`config.mk`:
```
export PLATFORM = sky130hd
export DESIGN_NAME = reload_down_timer_one_shot_top
export DESIGN_NICKNAME = d
export VERILOG_FILES = /design/src/design/rdt_pkg.sv /design/src/design/rdt_step.sv /design/src/design/rdt_out_stage.sv /design/src/design/reload_down_timer_one_shot_top.sv
export SDC_FILE = /design/constraint.sdc
export NUM_CORES = 1
export LEC_CHECK = 0
export ABC_AREA = 1
export ABC_CLOCK_PERIOD_IN_PS = 1800
export BUFFER_PORTS_ARGS = -buffer_cell sky130_fd_sc_hd__buf_4
export CORE_MARGIN = 2
export CORE_UTILIZATION = 40
export DETAILED_ROUTE_END_ITERATION = 10
export GPL_ROUTABILITY_DRIVEN = 0
export GPL_TIMING_DRIVEN = 0
export PLACE_DENSITY = 0.65
export REMOVE_ABC_BUFFERS = 1
export SKIP_CTS_REPAIR_TIMING = 1
export SLEW_MARGIN = 25
export SYNTH_ARGS = -nofsm -noshare
export SYNTH_HDL_FRONTEND = slang
export SYNTH_HIERARCHICAL = 1
export SYNTH_SLANG_ARGS = --single-unit
```
`constraint.sdc`:
```
create_clock -name clock -period 1.8 [get_ports clock]
set_clock_uncertainty 0.1 [all_clocks]
set_input_delay 0.36 -clock clock [delete_from_list [all_inputs] [get_ports clock]]
set_output_delay 0.36 -clock clock [all_outputs]
set_load 0.05 [all_outputs]
```
`src/design/rdt_pkg.sv`:
```
// Types, codes and constants of the reload down timer.
package rdt_pkg;

   localparam int VALUE_W           = 24;
   localparam int COUNTER_WIDTH_DEF = 24;
   localparam int PRESCALE_DEF      = 8;
   localparam int CSR_INDEX_W       = 2;
   localparam int CSR_DATA_W        = 24;

   typedef enum logic [1:0] {
      ACT_TICK  = 2'd0,
      ACT_START = 2'd1,
      ACT_STOP  = 2'd2,
      ACT_READ  = 2'd3
   } act_type;

   typedef enum logic [1:0] {
      MODE_ONE_SHOT = 2'd0,
      MODE_PERIODIC = 2'd1
   } mode_type;

   localparam logic [CSR_INDEX_W-1:0] CSR_RELOAD   = 2'd0;
   localparam logic [CSR_INDEX_W-1:0] CSR_CLK_SRC  = 2'd1;
   localparam logic [CSR_INDEX_W-1:0] CSR_CALLBACK = 2'd2;

   typedef struct packed {
      logic [1:0] action;
      logic [1:0] start_mode;
   } req_type;

   typedef struct packed {
      logic [VALUE_W-1:0] count_value;
      logic               count_flag;
      logic               handler_event;
      logic               callback_event;
      logic               running;
      logic               start_error;
   } rsp_type;

   typedef struct packed {
      logic zero_flag;
      logic enabled;
      logic periodic;
      logic handler_active;
   } flags_type;

   typedef struct packed {
      logic clock_source;
      logic callback_set;
   } cfg_type;

endpackage

```
`src/design/rdt_step.sv`:
```
// Next-state and result logic for one timer request.
module rdt_step #(
   parameter int COUNTER_WIDTH   = rdt_pkg::COUNTER_WIDTH_DEF,
   parameter int PRESCALE_DIVIDE = rdt_pkg::PRESCALE_DEF,
   parameter int PRE_W           = $clog2(PRESCALE_DIVIDE)
) (
   input  rdt_pkg::req_type             req,
   input  logic [COUNTER_WIDTH-1:0]     counter,
   input  logic [PRE_W-1:0]             prescale,
   input  rdt_pkg::flags_type           flags,
   input  rdt_pkg::cfg_type             cfg,
   input  logic [rdt_pkg::VALUE_W-1:0]  reload_value,
   output logic [COUNTER_WIDTH-1:0]     counter_next,
   output logic [PRE_W-1:0]             prescale_next,
   output rdt_pkg::flags_type           flags_next,
   output rdt_pkg::rsp_type             rsp
);
   import rdt_pkg::*;

   localparam int EXT_W = (COUNTER_WIDTH > VALUE_W) ? COUNTER_WIDTH : VALUE_W;
   localparam logic [PRE_W-1:0] PRE_LAST = PRE_W'(PRESCALE_DIVIDE - 1);

   logic [EXT_W-1:0]         reload_wide;
   logic [EXT_W-1:0]         count_wide;
   logic [COUNTER_WIDTH-1:0] reload_cnt;
   logic                     pre_wrap;
   logic                     step;
   logic                     hev;
   logic                     cev;
   logic                     err;
   logic                     flag_out;

   assign reload_wide = EXT_W'(reload_value);
   assign reload_cnt  = reload_wide[COUNTER_WIDTH-1:0];
   assign pre_wrap    = (prescale >= PRE_LAST);

   always_comb begin
      counter_next  = counter;
      prescale_next = prescale;
      flags_next    = flags;
      step          = 1'b0;
      hev           = 1'b0;
      cev           = 1'b0;
      err           = 1'b0;
      case (act_type'(req.action))
         ACT_TICK: begin
            if (flags.enabled) begin
               if (cfg.clock_source) begin
                  step = 1'b1;
               end else if (pre_wrap) begin
                  prescale_next = '0;
                  step          = 1'b1;
               end else begin
                  prescale_next = prescale + 1'b1;
               end
            end
         end
         ACT_START: begin
            if (req.start_mode != MODE_ONE_SHOT && req.start_mode != MODE_PERIODIC) begin
               err = 1'b1;
            end else begin
               counter_next              = '0;
               prescale_next             = '0;
               flags_next.zero_flag      = 1'b0;
               flags_next.periodic       = (req.start_mode == MODE_PERIODIC);
               flags_next.handler_active = 1'b1;
               flags_next.enabled        = 1'b1;
            end
         end
         ACT_STOP: begin
            flags_next.enabled = 1'b0;
         end
         default: begin
         end
      endcase

      if (step) begin
         if (counter == '0) begin
            counter_next = reload_cnt;
         end else if (counter == COUNTER_WIDTH'(1)) begin
            counter_next         = '0;
            flags_next.zero_flag = 1'b1;
            hev                  = 1'b1;
            cev                  = cfg.callback_set & flags.handler_active;
            if (!flags.periodic) begin
               flags_next.enabled        = 1'b0;
               flags_next.handler_active = 1'b0;
            end
         end else begin
            counter_next = counter - 1'b1;
         end
      end

      flag_out = flags_next.zero_flag;
      if (act_type'(req.action) == ACT_READ) begin
         flags_next.zero_flag = 1'b0;
      end
   end

   assign count_wide = EXT_W'(counter_next);

   always_comb begin
      rsp.count_value    = count_wide[VALUE_W-1:0];
      rsp.count_flag     = flag_out;
      rsp.handler_event  = hev;
      rsp.callback_event = cev;
      rsp.running        = flags_next.enabled;
      rsp.start_error    = err;
   end

endmodule

```
`src/design/rdt_out_stage.sv`:
```
// Result register between the timer logic and the response channel.
module rdt_out_stage (
   input  logic             clock,
   input  logic             reset,
   input  logic             load,
   input  rdt_pkg::rsp_type rsp_next,
   input  logic             rsp_ready,
   output logic             rsp_valid,
   output rdt_pkg::rsp_type rsp_payload,
   output logic             space
);
   import rdt_pkg::*;

   logic    valid_ff;
   logic    valid_in;
   rsp_type data_ff;

   assign space    = !valid_ff || rsp_ready;
   assign valid_in = load || (valid_ff && !rsp_ready);

   always_ff @(posedge clock) begin
      if (reset) begin
         valid_ff <= 1'b0;
      end else begin
         valid_ff <= valid_in;
      end
   end

   always_ff @(posedge clock) begin
      if (load) begin
         data_ff <= rsp_next;
      end
   end

   assign rsp_valid   = valid_ff;
   assign rsp_payload = data_ff;

endmodule

```
`src/design/reload_down_timer_one_shot_top.sv`:
```
// Top level of the reload down timer, one-shot or periodic.
//
// Requests arrive on req_valid/req_ready with an action (tick, start, stop,
// read status) and a start mode. Every request yields exactly one response
// on rsp_valid/rsp_ready carrying the counter value, the count flag, the
// handler and callback events, the running bit and a start error.
// The result register holds the response on the cycle after the request
// is taken. Throughput is one request per cycle while rsp_ready holds,
// set by that single result register; a request is taken while a response
// waits, provided the receiver takes it in the same cycle.
// When the receiver stalls, the response holds and req_ready drops until
// it is taken. Configuration writes on csr_we/csr_index/csr_wdata set the
// reload value (index 0), the clock source (index 1) and the callback
// enable (index 2); other indexes are ignored.
// Synchronous reset clears the counter, prescaler and flags but sets
// handler_active, stops the timer, selects the full-rate clock source
// and empties the result register.
module reload_down_timer_one_shot_top #(
   parameter int COUNTER_WIDTH   = rdt_pkg::COUNTER_WIDTH_DEF,
   parameter int PRESCALE_DIVIDE = rdt_pkg::PRESCALE_DEF
) (
   input  logic                            clock,
   input  logic                            reset,
   input  logic                            req_valid,
   output logic                            req_ready,
   input  rdt_pkg::req_type                req_payload,
   output logic                            rsp_valid,
   input  logic                            rsp_ready,
   output rdt_pkg::rsp_type                rsp_payload,
   input  logic                            csr_we,
   input  logic [rdt_pkg::CSR_INDEX_W-1:0] csr_index,
   input  logic [rdt_pkg::CSR_DATA_W-1:0]  csr_wdata
);
   import rdt_pkg::*;

   localparam int PRE_W = $clog2(PRESCALE_DIVIDE);

   logic [COUNTER_WIDTH-1:0] counter_ff;
   logic [COUNTER_WIDTH-1:0] counter_in;
   logic [PRE_W-1:0]         prescale_ff;
   logic [PRE_W-1:0]         prescale_in;
   flags_type                flags_ff;
   flags_type                flags_in;
   cfg_type                  cfg_ff;
   logic [VALUE_W-1:0]       reload_ff;
   rsp_type                  rsp_in;
   logic                     space;
   logic                     take;

   assign req_ready = space;
   assign take      = req_valid && space;

   always_ff @(posedge clock) begin
      if (reset) begin
         reload_ff           <= '0;
         cfg_ff.clock_source <= 1'b1;
         cfg_ff.callback_set <= 1'b0;
      end else if (csr_we) begin
         case (csr_index)
            CSR_RELOAD:   reload_ff           <= csr_wdata[VALUE_W-1:0];
            CSR_CLK_SRC:  cfg_ff.clock_source <= csr_wdata[0];
            CSR_CALLBACK: cfg_ff.callback_set <= csr_wdata[0];
            default: begin
            end
         endcase
      end
   end

   always_ff @(posedge clock) begin
      if (reset) begin
         counter_ff              <= '0;
         prescale_ff             <= '0;
         flags_ff.zero_flag      <= 1'b0;
         flags_ff.enabled        <= 1'b0;
         flags_ff.periodic       <= 1'b0;
         flags_ff.handler_active <= 1'b1;
      end else if (take) begin
         counter_ff  <= counter_in;
         prescale_ff <= prescale_in;
         flags_ff    <= flags_in;
      end
   end

   rdt_step #(
      .COUNTER_WIDTH   (COUNTER_WIDTH),
      .PRESCALE_DIVIDE (PRESCALE_DIVIDE),
      .PRE_W           (PRE_W)
   ) u_step (
      .req           (req_payload),
      .counter       (counter_ff),
      .prescale      (prescale_ff),
      .flags         (flags_ff),
      .cfg           (cfg_ff),
      .reload_value  (reload_ff),
      .counter_next  (counter_in),
      .prescale_next (prescale_in),
      .flags_next    (flags_in),
      .rsp           (rsp_in)
   );

   rdt_out_stage u_out (
      .clock       (clock),
      .reset       (reset),
      .load        (take),
      .rsp_next    (rsp_in),
      .rsp_ready   (rsp_ready),
      .rsp_valid   (rsp_valid),
      .rsp_payload (rsp_payload),
      .space       (space)
   );

endmodule

```
==> results.txt <==
----------------------------------------------------
[Setup path]
  Data arrival time at the worst-slack endpoint ... 2.07 ns
  Crit-path cells ... nor2_4, buf_4, nand2_1, nor2_2, nand3_1, nand2_1, nand3_1, a21oi_2, o21ai_0, nor2_1
  Top Family by Delay on Critical Path ... simple AND/OR/NAND/NOR gates
  Highest fanout seen on the critical path ... 6
  Crit path capture type ... flop
  Buffering stage count on the worst path with inverters included ... 1
  Worst-path cell with the longest stage delay ... sky130_fd_sc_hd__dfxtp_4
  Setup Crit Path Kind ... flop to flop
  Peak per-stage delay on the critical path ... between 0.3 and 0.4 ns
  Worst Setup Start Kind ... flop
  Req. time, crit path ... 1.97 ns

[Timing]
  Max Clock Freq ... 0.526 GHz
  Slew at the pin closest to its max-slew limit ... 0.505 ns
  Max_slew headroom ... 0.663
  Setup repair after global routing missed its margin ... true
  Setup ws final ... -0.101 ns
  Final-report hold violation count ... 0
  Fin crit period ... 1.90 ns
  Total setup violations reported at the end of the flow ... 28
  Number of pins exceeding their max-slew limit in the final report ... 0
  Period utilisation layout ... 1.06

[Final layout]
  Filler-free cell count of the finished design ... 956
  Area growth from synthesis to layout ... 25.2%
  Combined area of the multi-input logic cells ... 0.00277 mm2
  Filler cells ... 1215
  Storage element area ... 0.00207 mm2
  Fraction of final layout cells sized beyond drive strength 1 ... 0.305
  ANT cells ... 0
  Number of nets at the end of the flow ... between 800 and 900

[Synth]
  Syn_area_per_cell ... between 7 and 8 um2
  Synthesized flop and latch total ... 87
  Mux contribution to synthesized area ... 0
  Cell count after synthesis ... 725
  Share of synthesized cell area in and, or, nand and nor gates ... 0.347
  Cell type with the largest total area after synthesis ... sky130_fd_sc_hd__dfxtp_1
  Largest family of logic cells by synthesized area ... simple AND/OR/NAND/NOR gates
  Post-synthesis adder-cell area fraction ... 0.0193
  Yosys Warn Count ... 6
  Synth top area cells ... sky130_fd_sc_hd__dfxtp_1, sky130_fd_sc_hd__edfxtp_1, sky130_fd_sc_hd__nand2_1, sky130_fd_sc_hd__nor2_1, sky130_fd_sc_hd__nand3_1
  Area share of xor/xnor cells in the synthesized design ... 0.0101
  Summed instance area of the synthesized netlist ... slightly above 0.005 mm2
  Share of the synthesized area in the top cell type ... 0.224
  Compound-gate portion of the synthesized area ... 0.0955
  Sequential-to-total area share from yosys stat ... 0.392
  Number of distinct library cells after synthesis ... 39

[Die]
  FP Rows ... 41
  Die ar. ... 0.0139 mm2
  Horizontal die dimension ... 118 um
  Initial Utilization ... 0.411
  Area of the core ... 0.0126 mm2
  Y dimension of the die ... 118 um
  Top-Level Pins ... 66

[Global route]
  GR Overflow Total ... 0
  Number of antenna violations at the first check in global routing ... 0
  Met3 GRT Util ... 0.0276
  Global-route wire length before repair ... 20.0 mm
  Met2 track utilization from global routing ... 0.294
  Met1 usage ... 0.220
  Busiest metal layer after global routing ... met2
  Pin count of the biggest net entering global routing ... 62
  Vias in the first global route ... 4286
  GRT Resource Usage Total ... 0.173

[Run]
  Number of max-cap violations ... 0

[Place]
  Placed wire-length estimate ... 8.20 mm
  Buffers on Ports ... 65
  Dpl cells ... 903

[Status]
  Result of the run ... complete, but fails checks
  Violations in the final reports ... setup timing

[Route]
  Total wirelength of the detailed-routed design ... 13.7 mm
  Routed Antenna Nets ... 0
  Router iterations before antenna repair ... 5
  Via density per instance ... 5.06
  DRC ... 0
  Wire length per cell ... ~14 um
  Iter 0 DRT Violations ... just under 400
  Total number of vias ... 4836

[Clocking]
  Buffer levels on the longest clock path ... 2
  Clock buffers created by TritonCTS ... 9
  CTS tree ... yes
  Clock transition at path regs ... around 0.060 ns
  Number of levels the H-tree was split into ... 3
  Number of clock sinks ... 87
  CTS root buf ... sky130_fd_sc_hd__clkbuf_16
  Clock latency on the worst-skew pair ... approximately 0.34 ns

[Pwr]
  Leakage ... 2.99 nW
  PwrDens ... 835 mW/mm2
  Power, Total ... 5.42 mW
  Maximum resistive drop on vdd ... 465 uV

[Hold path]
  Classification of the worst-slack hold path ... input pin to flop

----------------------------------------------------
state kept, by name (all words and copies together), names as in the netlist:
| signal | cells |
|---|---|
| u_out/rsp_payload | 29 |
| counter_ff | 24 |
| reload_ff | 24 |
| flags_ff | 4 |
| prescale_ff | 3 |
| cfg_ff | 2 |
| u_out/rsp_valid | 1 |
worst paths after layout:
kind	depth (start not counted)	endpoint	from	slack (ns)
min	2	u_out/rsp_valid	reset	0.09
min reg2reg	2	reload_ff[23]	reload_ff[23]	0.38
max	10	counter_ff[18]	counter_ff[9]	-0.10
max reg2reg	10	counter_ff[18]	counter_ff[9]	-0.10
through the flow:
step	cell area, um2	setup TNS [ns]	utilization	hold slack [ns]	worst slack [ns]
final	6490	-1.13	0.515	0.0914	-0.101
after global routing	6490	-6.34	0.515	0.0753	-0.221
after CTS	5790	-78.09	0.459	0.0795	-1.32
after detailed placement	5530	-83.07	0.438	0.369	-1.32
after global placement	5480	-139.86	0.434	0.343	-1.73
after floorplan	4770	-70.28	-	0.322	-1.07
worst reg2reg max path, delay by kind of cell, from the launching register on:
kind	cells	cell delay [ns]
DFF	1	0.36
and+or+nand+nor	7	0.95
buffers and inverters	1	0.15
AOI/OAI and AO/OA	2	0.26
power breakdown:
group	total [mW]	switching (mW)	internal, mW
Sequential	2.32	0.130	2.19
Combinational	1.47	0.937	0.530
Clock	1.64	0.724	0.915
Total	5.42	1.79	3.63
cells by family (layout without fill, tap and decap cells):
logic type | count (synthesis) | count (layout)
AOI/OAI and AO/OA | 91 | 91
xor gates and xnor gates | 6 | 6
adders and majority gates | 8 | 8
buffers and inverters | 137 | 192
DFF | 87 | 87
and+or+nand+nor | 396 | 400
layer usage:
layer	wire [um]	share of wire
met1	5740	0.42
met2	6680	0.49
met3	980	0.072
met4	274	0.020
met5	0	0
cell type report:
class	count	area share
Clock buffer	10	0.0353
Timing Repair Buffer	96	0.124
Sequential cell	87	0.318
Inverter	76	0.0528
Clock inverter	6	0.00424
Multi-Input combinational cell	505	0.426
Tap cell	172	0.0331
Timing Repair inverter	4	0.00655
synth_stat cells (all sizes together):
cell type,n
nand4,10
inv,76
xnor2,2
and2,1
nand3,69
nor2,148
o31ai,1
a22oi,1
or2,1
nand3b,5
nand2,160
ha,8
a32o,1
buf,52
and3,1
xor2,4
clkbuf,9
nor3,1
dfxtp,58
o21ai,40
edfxtp,29
a21oi,48
placed cells by master, fill, tap and decap left out, types with 2 or more instances in the layout:
cell type / netlist / routed
sky130_fd_sc_hd__nor2_1: 132 / 119
sky130_fd_sc_hd__nor2_8: 2 / 2
sky130_fd_sc_hd__nand2_4: 4 / 7
sky130_fd_sc_hd__xnor2_1: 2 / 2
sky130_fd_sc_hd__dfxtp_1: 58 / 39
sky130_fd_sc_hd__a21oi_2: 5 / 16
sky130_fd_sc_hd__nand2_2: 10 / 25
sky130_fd_sc_hd__ha_4: 0 / 4
sky130_fd_sc_hd__inv_8: 0 / 4
sky130_fd_sc_hd__clkinv_1: 0 / 2
sky130_fd_sc_hd__buf_12: 1 / 4
sky130_fd_sc_hd__nand3_4: 1 / 2
sky130_fd_sc_hd__nand3b_1: 5 / 5
sky130_fd_sc_hd__nor2_4: 6 / 16
sky130_fd_sc_hd__nand3_1: 67 / 65
sky130_fd_sc_hd__buf_4: 29 / 88
sky130_fd_sc_hd__clkbuf_16: 0 / 9
sky130_fd_sc_hd__dfxtp_4: 0 / 5
sky130_fd_sc_hd__nand4_1: 10 / 10
sky130_fd_sc_hd__nand3_2: 1 / 3
sky130_fd_sc_hd__xor2_1: 4 / 4
sky130_fd_sc_hd__a21oi_1: 43 / 32
sky130_fd_sc_hd__clkinv_2: 0 / 4
sky130_fd_sc_hd__inv_2: 1 / 6
sky130_fd_sc_hd__buf_6: 4 / 3
sky130_fd_sc_hd__nor2_2: 8 / 12
sky130_fd_sc_hd__inv_1: 74 / 64
sky130_fd_sc_hd__ha_1: 8 / 4
sky130_fd_sc_hd__dfxtp_2: 0 / 14
sky130_fd_sc_hd__nand2_1: 146 / 127
sky130_fd_sc_hd__o21ai_1: 1 / 12
sky130_fd_sc_hd__nand2_8: 0 / 2
sky130_fd_sc_hd__o21ai_0: 38 / 26
sky130_fd_sc_hd__edfxtp_1: 29 / 29
(Power assumes the default switching activity.)
